==> src/mcst_pkg.sv <==
// ----------------------------------------------------------------------------
// mcst_pkg
// Types, constants and codes shared by the soft timer bank modules.
// ----------------------------------------------------------------------------
`default_nettype none

package mcst_pkg;

  localparam int NUM_TIMERS = 8;
  localparam int IDX_W      = 3;
  localparam int TIME_W     = 32;
  localparam int REM_W      = TIME_W + 1;
  localparam int MASK_W     = 8;
  localparam int CNT_W      = 4;
  localparam int SCAN_W     = (NUM_TIMERS > 1) ? $clog2(NUM_TIMERS) : 1;

  typedef enum logic [2:0] {
    OP_TICK    = 3'd0,
    OP_CREATE  = 3'd1,
    OP_START   = 3'd2,
    OP_STOP    = 3'd3,
    OP_RESTART = 3'd4,
    OP_SETIVL  = 3'd5,
    OP_STOPALL = 3'd6,
    OP_QUERY   = 3'd7
  } op_e;

  typedef enum logic [2:0] {
    ST_IDLE,
    ST_SCAN,
    ST_EXEC,
    ST_CALC,
    ST_DONE
  } state_e;

  typedef enum logic {
    STATUS_OK  = 1'b0,
    STATUS_REJ = 1'b1
  } status_e;

  // controller -> datapath
  typedef struct packed {
    logic              latch;
    logic              scan;
    logic [SCAN_W-1:0] scan_idx;
    logic              exec;
    logic              calc;
    logic              load;
  } dp_cmd_t;

  // datapath -> controller
  typedef struct packed {
    logic is_tick;
  } dp_stat_t;

endpackage

`default_nettype wire

==> src/mcst_cmd_if.sv <==
// ----------------------------------------------------------------------------
// mcst_cmd_if
// Command channel: valid/ready handshake with the timer command payload.
// ----------------------------------------------------------------------------
`default_nettype none

interface mcst_cmd_if;
  logic        valid;
  logic        ready;
  logic [2:0]  op;
  logic [2:0]  timer_index;
  logic [31:0] interval;
  logic        reload_en;

  modport source (output valid, op, timer_index, interval, reload_en, input ready);
  modport sink   (input valid, op, timer_index, interval, reload_en, output ready);
endinterface

`default_nettype wire

==> src/mcst_res_if.sv <==
// ----------------------------------------------------------------------------
// mcst_res_if
// Result channel: valid/ready handshake with the timer result payload.
// ----------------------------------------------------------------------------
`default_nettype none

interface mcst_res_if;
  logic               valid;
  logic               ready;
  logic               status;
  logic [7:0]         fired_mask;
  logic               running;
  logic signed [32:0] remaining;
  logic [3:0]         num_active;

  modport source (output valid, status, fired_mask, running, remaining, num_active,
                  input ready);
  modport sink   (input valid, status, fired_mask, running, remaining, num_active,
                  output ready);
endinterface

`default_nettype wire

==> src/multi_channel_soft_timer_bank.sv <==
// ----------------------------------------------------------------------------
// multi_channel_soft_timer_bank
// Bank of NUM_TIMERS one-shot / auto-reload timers driven by a command stream.
// ----------------------------------------------------------------------------
// Every command gives exactly one result. A tick passes through the expiry
// scan, in which the single table read port visits one timer per cycle, and
// then the execute, calc and done states; every other command goes straight
// to the execute, calc and done states. One command is in flight at a time, and a new one is
// accepted once the previous result sits in the output register. Timer state
// is valid straight out of reset; no initialization pass is needed.
`default_nettype none

module multi_channel_soft_timer_bank (
  input  wire logic   clk_i,
  input  wire logic   rst_ni,
  mcst_cmd_if.sink    cmd_i,
  mcst_res_if.source  res_o
);
  import mcst_pkg::*;

  dp_cmd_t  dp_cmd;
  dp_stat_t dp_stat;

  mcst_ctrl u_ctrl (
    .clk_i       (clk_i),
    .rst_ni      (rst_ni),
    .in_valid_i  (cmd_i.valid),
    .in_ready_o  (cmd_i.ready),
    .out_valid_o (res_o.valid),
    .out_ready_i (res_o.ready),
    .stat_i      (dp_stat),
    .cmd_o       (dp_cmd)
  );

  mcst_dp u_dp (
    .clk_i          (clk_i),
    .rst_ni         (rst_ni),
    .cmd_i          (dp_cmd),
    .stat_o         (dp_stat),
    .op_i           (cmd_i.op),
    .timer_index_i  (cmd_i.timer_index),
    .interval_i     (cmd_i.interval),
    .reload_en_i    (cmd_i.reload_en),
    .status_o       (res_o.status),
    .fired_mask_o   (res_o.fired_mask),
    .running_o      (res_o.running),
    .remaining_o    (res_o.remaining),
    .num_active_o   (res_o.num_active)
  );

  // a transaction keeps the bank busy for at least the next cycle
  a_busy_after_accept: assert property (@(posedge clk_i) disable iff (!rst_ni)
    (cmd_i.valid && cmd_i.ready) |=> !cmd_i.ready)
    else $error("command accepted while previous one still in progress");

  // an idle timer reports -1, a running one never does
  a_running_vs_remaining: assert property (@(posedge clk_i) disable iff (!rst_ni)
    res_o.valid |-> (res_o.running == (res_o.remaining != '1)))
    else $error("running flag and remaining time disagree");

  a_count_covers_running: assert property (@(posedge clk_i) disable iff (!rst_ni)
    (res_o.valid && res_o.running) |-> (res_o.num_active != '0))
    else $error("running timer not counted as active");

endmodule

`default_nettype wire

==> src/mcst_ctrl.sv <==
// ----------------------------------------------------------------------------
// mcst_ctrl
// Sequencer: accept, timer scan on tick, execute, remaining-time calc, report.
// ----------------------------------------------------------------------------
`default_nettype none

module mcst_ctrl (
  input  wire logic               clk_i,
  input  wire logic               rst_ni,
  input  wire logic               in_valid_i,
  output logic                    in_ready_o,
  output logic                    out_valid_o,
  input  wire logic               out_ready_i,
  input  wire mcst_pkg::dp_stat_t stat_i,
  output mcst_pkg::dp_cmd_t       cmd_o
);
  import mcst_pkg::*;

  state_e            state_q, state_d;
  logic [SCAN_W-1:0] scan_q, scan_d;
  logic              out_valid_q, out_valid_d;
  logic              accept;
  logic              slot_free;

  assign accept    = in_valid_i && (state_q == ST_IDLE);
  assign slot_free = !out_valid_q || out_ready_i;

  // next state
  always_comb begin
    state_d = state_q;
    scan_d  = scan_q;
    unique case (state_q)
      ST_IDLE: begin
        if (accept) begin
          scan_d  = '0;
          state_d = stat_i.is_tick ? ST_SCAN : ST_EXEC;
        end
      end
      ST_SCAN: begin
        if (scan_q == SCAN_W'(NUM_TIMERS - 1)) begin
          state_d = ST_EXEC;
        end else begin
          scan_d = scan_q + 1'b1;
        end
      end
      ST_EXEC: state_d = ST_CALC;
      ST_CALC: state_d = ST_DONE;
      ST_DONE: begin
        if (slot_free) begin
          state_d = ST_IDLE;
        end
      end
      default: state_d = ST_IDLE;
    endcase
  end

  // outputs
  always_comb begin
    cmd_o          = '0;
    cmd_o.scan_idx = scan_q;
    cmd_o.latch    = accept;
    cmd_o.scan     = (state_q == ST_SCAN);
    cmd_o.exec     = (state_q == ST_EXEC);
    cmd_o.calc     = (state_q == ST_CALC);
    cmd_o.load     = (state_q == ST_DONE) && slot_free;
    in_ready_o     = (state_q == ST_IDLE);
  end

  always_comb begin
    out_valid_d = out_valid_q;
    if (cmd_o.load) begin
      out_valid_d = 1'b1;
    end else if (out_ready_i) begin
      out_valid_d = 1'b0;
    end
  end

  assign out_valid_o = out_valid_q;

  always_ff @(posedge clk_i or negedge rst_ni) begin
    if (!rst_ni) begin
      state_q     <= ST_IDLE;
      scan_q      <= '0;
      out_valid_q <= 1'b0;
    end else begin
      state_q     <= state_d;
      scan_q      <= scan_d;
      out_valid_q <= out_valid_d;
    end
  end

endmodule

`default_nettype wire

==> src/mcst_dp.sv <==
// ----------------------------------------------------------------------------
// mcst_dp
// Timer tables, time count, per-command update and result registers.
// ----------------------------------------------------------------------------
`default_nettype none

module mcst_dp (
  input  wire logic                    clk_i,
  input  wire logic                    rst_ni,
  input  wire mcst_pkg::dp_cmd_t       cmd_i,
  output mcst_pkg::dp_stat_t           stat_o,
  input  wire logic [2:0]              op_i,
  input  wire logic [mcst_pkg::IDX_W-1:0] timer_index_i,
  input  wire logic [31:0]             interval_i,
  input  wire logic                    reload_en_i,
  output logic                         status_o,
  output logic [mcst_pkg::MASK_W-1:0]  fired_mask_o,
  output logic                         running_o,
  output logic signed [mcst_pkg::REM_W-1:0] remaining_o,
  output logic [mcst_pkg::CNT_W-1:0]   num_active_o
);
  import mcst_pkg::*;

  // latched command
  op_e               op_q;
  logic [IDX_W-1:0]  idx_q;
  logic [TIME_W-1:0] ivl_q;
  logic              rl_q;

  logic [TIME_W-1:0] time_q;
  logic [TIME_W-1:0] ivl_tab_q   [NUM_TIMERS];
  logic [TIME_W-1:0] start_tab_q [NUM_TIMERS];
  logic [NUM_TIMERS-1:0] en_q, en_d;
  logic [NUM_TIMERS-1:0] rl_tab_q, rl_tab_d;
  logic [NUM_TIMERS-1:0] cr_q, cr_d;

  logic              rej_q;
  logic [MASK_W-1:0] fired_q;
  logic [TIME_W-1:0] gone_q;

  logic              idx_ok;
  logic [SCAN_W-1:0] addr;
  logic [TIME_W-1:0] rd_ivl, rd_start, diff;
  logic              rd_en, rd_cr, rd_rl, due, hit;
  logic              ivl_we, st_we, rej_now;
  logic [TIME_W-1:0] st_wd;
  logic              run;
  logic [REM_W-1:0]  rem;
  logic [CNT_W-1:0]  cnt;

  assign stat_o.is_tick = (op_e'(op_i) == OP_TICK);

  assign idx_ok = int'(idx_q) < NUM_TIMERS;
  // one read port: scan walks the entries, otherwise the addressed timer
  assign addr   = cmd_i.scan ? cmd_i.scan_idx : SCAN_W'(idx_q);

  assign rd_ivl   = ivl_tab_q[addr];
  assign rd_start = start_tab_q[addr];
  assign rd_en    = en_q[addr];
  assign rd_cr    = cr_q[addr];
  assign rd_rl    = rl_tab_q[addr];
  assign diff     = time_q - rd_start;
  assign due      = diff >= rd_ivl;
  assign hit      = cmd_i.scan && rd_en && rd_cr && due;

  always_comb begin
    en_d     = en_q;
    cr_d     = cr_q;
    rl_tab_d = rl_tab_q;
    ivl_we   = 1'b0;
    st_we    = 1'b0;
    st_wd    = time_q;
    rej_now  = 1'b0;
    if (hit) begin
      if (rd_rl) begin
        st_we = 1'b1;
      end else begin
        en_d[addr] = 1'b0;
      end
    end else if (cmd_i.exec) begin
      unique case (op_q)
        OP_TICK: ;
        OP_CREATE: begin
          if (!idx_ok || ivl_q == '0) begin
            rej_now = 1'b1;
          end else begin
            ivl_we         = 1'b1;
            rl_tab_d[addr] = rl_q;
            cr_d[addr]     = 1'b1;
            en_d[addr]     = 1'b0;
            st_we          = 1'b1;
            st_wd          = '0;
          end
        end
        OP_START: begin
          if (!idx_ok || !rd_cr) begin
            rej_now = 1'b1;
          end else begin
            en_d[addr] = 1'b1;
            st_we      = 1'b1;
          end
        end
        OP_STOP: begin
          if (!idx_ok) begin
            rej_now = 1'b1;
          end else begin
            en_d[addr] = 1'b0;
          end
        end
        OP_RESTART: begin
          if (!idx_ok || !rd_en) begin
            rej_now = 1'b1;
          end else begin
            st_we = 1'b1;
          end
        end
        OP_SETIVL: begin
          if (!idx_ok || ivl_q == '0) begin
            rej_now = 1'b1;
          end else begin
            ivl_we = 1'b1;
            st_we  = rd_en;
          end
        end
        OP_STOPALL: en_d = '0;
        OP_QUERY:   rej_now = !idx_ok;
        default: ;
      endcase
    end
  end

  // result fields for the addressed timer, after the command, and the count of running timers
  always_comb begin
    run = idx_ok && en_q[addr];
    if (!run) begin
      rem = '1;
    end else if (gone_q >= rd_ivl) begin
      rem = '0;
    end else begin
      rem = {1'b0, rd_ivl - gone_q};
    end
    cnt = '0;
    for (int k = 0; k < NUM_TIMERS; k++) begin
      cnt = cnt + CNT_W'(en_q[k]);
    end
  end

  always_ff @(posedge clk_i or negedge rst_ni) begin
    if (!rst_ni) begin
      time_q   <= '0;
      en_q     <= '0;
      cr_q     <= '0;
      rl_tab_q <= '0;
    end else begin
      en_q     <= en_d;
      cr_q     <= cr_d;
      rl_tab_q <= rl_tab_d;
      if (cmd_i.latch && stat_o.is_tick) begin
        time_q <= time_q + 1'b1;
      end
    end
  end

  // table entries are used only once a create has written them
  always_ff @(posedge clk_i) begin
    if (ivl_we) begin
      ivl_tab_q[addr] <= ivl_q;
    end
    if (st_we) begin
      start_tab_q[addr] <= st_wd;
    end
  end

  always_ff @(posedge clk_i) begin
    if (cmd_i.latch) begin
      op_q    <= op_e'(op_i);
      idx_q   <= timer_index_i;
      ivl_q   <= interval_i;
      rl_q    <= reload_en_i;
      rej_q   <= 1'b0;
      fired_q <= '0;
    end
    if (hit) begin
      fired_q <= fired_q | (MASK_W'(1) << addr);
    end
    if (cmd_i.exec) begin
      rej_q <= rej_now;
    end
    if (cmd_i.calc) begin
      gone_q <= diff;
    end
    if (cmd_i.load) begin
      status_o       <= rej_q ? STATUS_REJ : STATUS_OK;
      fired_mask_o   <= fired_q;
      running_o      <= run;
      remaining_o    <= rem;
      num_active_o   <= cnt;
    end
  end

endmodule

`default_nettype wire
==> src/flat_wrapper.sv <==
// flat-port wrapper written by rule: the top's interface ports become plain ports
module multi_channel_soft_timer_bank_flat import mcst_pkg::*;
  (clk_i, rst_ni, cmd_i_valid, cmd_i_op, cmd_i_timer_index, cmd_i_interval, cmd_i_reload_en, cmd_i_ready, res_o_valid, res_o_status, res_o_fired_mask, res_o_running, res_o_remaining, res_o_num_active, res_o_ready);
  mcst_cmd_if cmd_i_i ();
  mcst_res_if res_o_i ();
  input  wire logic clk_i;
  input  wire logic rst_ni;
  input wire logic [$bits(cmd_i_i.valid)-1:0] cmd_i_valid;
  input wire logic [$bits(cmd_i_i.op)-1:0] cmd_i_op;
  input wire logic [$bits(cmd_i_i.timer_index)-1:0] cmd_i_timer_index;
  input wire logic [$bits(cmd_i_i.interval)-1:0] cmd_i_interval;
  input wire logic [$bits(cmd_i_i.reload_en)-1:0] cmd_i_reload_en;
  output wire logic [$bits(cmd_i_i.ready)-1:0] cmd_i_ready;
  output wire logic [$bits(res_o_i.valid)-1:0] res_o_valid;
  output wire logic [$bits(res_o_i.status)-1:0] res_o_status;
  output wire logic [$bits(res_o_i.fired_mask)-1:0] res_o_fired_mask;
  output wire logic [$bits(res_o_i.running)-1:0] res_o_running;
  output wire logic [$bits(res_o_i.remaining)-1:0] res_o_remaining;
  output wire logic [$bits(res_o_i.num_active)-1:0] res_o_num_active;
  input wire logic [$bits(res_o_i.ready)-1:0] res_o_ready;
  assign cmd_i_i.valid = cmd_i_valid;
  assign cmd_i_i.op = cmd_i_op;
  assign cmd_i_i.timer_index = cmd_i_timer_index;
  assign cmd_i_i.interval = cmd_i_interval;
  assign cmd_i_i.reload_en = cmd_i_reload_en;
  assign cmd_i_ready = cmd_i_i.ready;
  assign res_o_valid = res_o_i.valid;
  assign res_o_status = res_o_i.status;
  assign res_o_fired_mask = res_o_i.fired_mask;
  assign res_o_running = res_o_i.running;
  assign res_o_remaining = res_o_i.remaining;
  assign res_o_num_active = res_o_i.num_active;
  assign res_o_i.ready = res_o_ready;
  multi_channel_soft_timer_bank u_core (.clk_i(clk_i), .rst_ni(rst_ni), .cmd_i(cmd_i_i), .res_o(res_o_i));
endmodule
==> config.mk <==
export PLATFORM = sky130hd
export DESIGN_NAME = multi_channel_soft_timer_bank_flat
export DESIGN_NICKNAME = d
export VERILOG_FILES = /design/src/mcst_pkg.sv /design/src/mcst_cmd_if.sv /design/src/mcst_res_if.sv /design/src/multi_channel_soft_timer_bank.sv /design/src/mcst_ctrl.sv /design/src/mcst_dp.sv /design/src/flat_wrapper.sv
export SDC_FILE = /design/constraint.sdc
export NUM_CORES = 1
export LEC_CHECK = 0
export BUFFER_PORTS_ARGS = -buffer_cell sky130_fd_sc_hd__buf_2
export CAP_MARGIN = 15
export CORE_MARGIN = 5
export CORE_UTILIZATION = 36
export DETAILED_ROUTE_END_ITERATION = 8
export HOLD_SLACK_MARGIN = 0.02
export MAX_ROUTING_LAYER = met4
export SYNTH_ARGS = -nofsm -noshare
export SYNTH_HDL_FRONTEND = slang
export SYNTH_SLANG_ARGS = --single-unit
==> constraint.sdc <==
create_clock -name clk_i -period 13.23 [get_ports clk_i]
set_input_delay 2.646 -clock clk_i [delete_from_list [all_inputs] [get_ports clk_i]]
set_output_delay 2.646 -clock clk_i [all_outputs]
set_load 0.02 [all_outputs]
==> impl_metrics.env <==
export IMPL_status="complete, no violations"
export IMPL_async_flop_share_pct=8.97
export IMPL_dr_first_iter_drc_count=1868
export IMPL_numCtsBuffers=75
export IMPL_routed_via_count=20000
export IMPL_critPathMaxFanout=71
export IMPL_wl_um=82800
export IMPL_layout_cells_non_filler=3700
export IMPL_fin_ws_ns=4.07
export IMPL_rows=107
export IMPL_syn_area_um2=31000
export IMPL_avgSynthCellArea_um2=13.0
export IMPL_ys_top_cells_by_area="edfxtp_1, dfrtp_1, nand2_1"
export IMPL_crit_required_ns=13.55
export IMPL_synth_seq_cells=702
export IMPL_cts_tree="done"
export IMPL_fmax_ghz=0.109
export IMPL_drv_cap=0
export IMPL_seq_power_share_pct=32.9
export IMPL_p_sw_mw=3.58
export IMPL_placed_cells=3562
export IMPL_synth_top_area_share_pct=62.0
export IMPL_grt_overflow_total=0
export IMPL_synth_edff_count=639
export IMPL_core_area_um2=85300
export IMPL_ir_drop_mv=0.116
export IMPL_clockRootBuffer="clkbuf_16"
export IMPL_pin_count=92
export IMPL_tightest_slew_ns=1.06
export IMPL_dp_hpwl_um=53100
export IMPL_p_total_mw=8.92
export IMPL_rsz0062_at_grt="no"
export IMPL_drv_slew=0
export IMPL_start_util_pct=36.3
export IMPL_yosysTopAreaCell="edfxtp_1"
export IMPL_synth_commonest_cells="edfxtp_1, nand2_1, o21ai_0"
export IMPL_start_kind="flop"
export IMPL_cp_arrival_ns=9.48
export IMPL_cts_resized=0
export IMPL_fin_setup_tns_ns=0
export IMPL_yosys_warnings=0
export IMPL_hold_ws_ns=0.459
export IMPL_syn_num_nets=2539
export IMPL_drc=0
export IMPL_die_height_um=303
export IMPL_clkTransAtPathRegs_ns=0.06
export IMPL_p_leak_nw=12.9
export IMPL_area_delta_synth_final_pct=14.6
export IMPL_grt_met1_usage_pct=23.8
export IMPL_antenna_found_initial=1
export IMPL_die_x_um=303
export IMPL_synthFlopType="edfxtp_1"
export IMPL_clock_sinks=702
export IMPL_cp_end_kind="flop"
export IMPL_wl_per_cell_um=22.4
export IMPL_grtUsageMet3_pct=3.02
export IMPL_fin_crit_ns=9.16
export IMPL_fin_crit_sh_pct=69.2
export IMPL_hold_viol_final=0
export IMPL_nets=2649
export IMPL_io_buffers=91
export IMPL_p_int_mw=5.34
export IMPL_grt_start_max_net_pins=72
export IMPL_cellPowerDensity_nw_per_um2=252
export IMPL_slew_headroom_pct=28.7
export IMPL_post_cts_setup_buffer_count=0
export IMPL_fillerInstances=7749
export IMPL_pre_cts_slack_ns=3.19
export IMPL_drive_gt1_share_pct=12.0
export IMPL_synth_seq_area_share_pct=67.1
export IMPL_busiest_layer="met2"
export IMPL_hold_path_class="reg -> reg"
export IMPL_drtPass1Iterations=6
export IMPL_cts_htree_levels=3
export IMPL_pwr_share_comb_pct=44.0
export IMPL_place_congestion=0.862
export IMPL_setup_worst_path_class="reg -> reg"
export IMPL_grt_usage_pct=18.2
export IMPL_detail_route_antenna_nets=0
export IMPL_clockBufferDepth=3
export IMPL_setup_viol=0
export IMPL_synthCells=2389
export IMPL_switching_share_pct=40.1
export IMPL_viasPerCell=5.39
export IMPL_grt_pass1_vias=19700
export IMPL_pwr_share_clk_pct=23.1
export IMPL_synth_cell_types=75
export IMPL_clock_latency_ns=0.64
export IMPL_grt_pass1_wl_um=123000
export IMPL_dieArea_um2=92000
export IMPL_hold_buffers=0
export IMPL_skew_ns=0.0371
export IMPL_synthMostInstantiatedCell="edfxtp_1"
export IMPL_met2_usage_pct=29.5
## power by group through the flow
stage	Combinational, mW	Clock [mW]	Sequential, mW
2_1_floorplan	2.62	0	2.95
3_3_place_gp	3.83	0	2.97
3_5_place_dp	3.91	0	2.98
4_1_cts	3.93	2.10	2.93
5_1_grt	4.35	2.19	2.96
6_report	3.92	2.06	2.93
## path summary, 6_finish.rpt
| kind | from | to | slack, ns | cells past startpoint |
|---|---|---|---|---|
| worst max register to register | u_core.u_ctrl.state_q[2] | u_core.u_dp.start_tab_q[0][31] | 4.07 | 25 |
| min in group asynchronous | rst_ni | u_core.u_dp.cr_q[1] | 2.23 | 2 |
| worst min register to register | u_core.u_dp.fired_q[3] | u_core.u_dp.fired_mask_o[3] | 0.46 | 0 |
| max in group asynchronous | rst_ni | u_core.u_dp.time_q[6] | 10.37 | 2 |
| worst max-delay path | u_core.u_ctrl.state_q[2] | u_core.u_dp.start_tab_q[0][31] | 4.07 | 25 |
| worst min-delay path | u_core.u_dp.fired_q[3] | u_core.u_dp.fired_mask_o[3] | 0.46 | 0 |
## cells in the final DEF, fill, tap and decap left out, types with 47 or more instances in the layout
master,synthesis,routed
a21oi_1,108,107
buf_2,7,91
buf_4,1,47
clkbuf_16,0,75
dfrtp_1,63,63
edfxtp_1,639,639
ha_1,101,101
inv_1,107,107
nand2_1,367,367
nand3_1,83,83
nor2_1,101,85
o21ai_0,127,124
xnor2_1,63,63
## metrics by stage
stage	util (%)	area, um2
2_1_floorplan	-	31000
3_3_place_gp	38.6	32900
3_5_place_dp	38.6	33000
4_1_cts	41.5	35400
5_1_grt	41.6	35500
6_report	41.6	35500
## metal layers
| metal | routed length (um) | up-vias |
|---|---|---|
| met2 | 39100 | 717 |
| li1 | - | 9178 |
| met1 | 35300 | 9951 |
| met5 | 0 | - |
| met4 | 2350 | 0 |
| met3 | 5980 | 109 |
## cells by family after synthesis
family,after synthesis,synth area share [%]
multiplexers,51,1.75
buffers and inverters,216,2.76
flip-flops,702,67.1
XOR/XNOR,88,2.49
AND/OR/NAND/NOR,701,10.2
AO/OA/AOI/OAI,524,11.3
adder cells (fa/ha/maj),107,4.47
## registers in the layout, summed over array words and instances (netlist names)
name / flops
u_core.u_dp.rej_q: 1
u_core.u_dp.ivl_q: 32
u_core.u_ctrl.state_q: 3
u_core.u_dp.start_tab_q: 256
u_core.u_ctrl.out_valid_o: 1
u_core.u_dp.running_o: 1
u_core.u_dp.remaining_o: 33
u_core.u_ctrl.scan_q: 3
u_core.u_dp.fired_q: 8
u_core.u_dp.gone_q: 32
u_core.u_dp.idx_q: 3
u_core.u_dp.time_q: 32
u_core.u_dp.rl_q: 1
u_core.u_dp.rl_tab_q: 8
u_core.u_dp.cr_q: 8
u_core.u_dp.num_active_o: 4
u_core.u_dp.status_o: 1
u_core.u_dp.op_q: 3
u_core.u_dp.ivl_tab_q: 256
u_core.u_dp.fired_mask_o: 8
u_core.u_dp.en_q: 8
## cell type report
class / instances / area (um2) / share of cell area [%]
antenna: 3 / 7.51 / 0.0212
clock buffer: 93 / 1990 / 5.62
clock inverter: 38 / 448 / 1.26
inverter: 107 / 402 / 1.13
multi-input combinational: 1471 / 9530 / 26.9
sequential: 702 / 20800 / 58.5
tap: 1144 / 1430 / 4.04
timing repair buffer: 142 / 898 / 2.53
## worst max-delay path, stage by stage, from the launching register on
cell and delay [ns]:
dfrtp_1 0.47, or3b_1 0.40, buf_4 0.24, a21oi_4 0.79, buf_4 0.81, buf_4 0.89, nand2_1 0.14, nand3_1 0.12
a31oi_1 0.13, ha_1 0.40, and3_1 0.20, a22o_1 0.19, a2111oi_0 0.65, o31ai_1 0.17, a21oi_1 0.20, xnor2_1 0.12
ha_1 0.29, nand4_1 0.12, nor2_1 0.20, nand2_1 0.08, o211ai_1 0.17, a211oi_1 0.11, nor3_1 0.52, a21oi_2 0.38
nor2_4 0.71, buf_16 0.24
No activity file was read; power rests on OpenSTA's default activity.
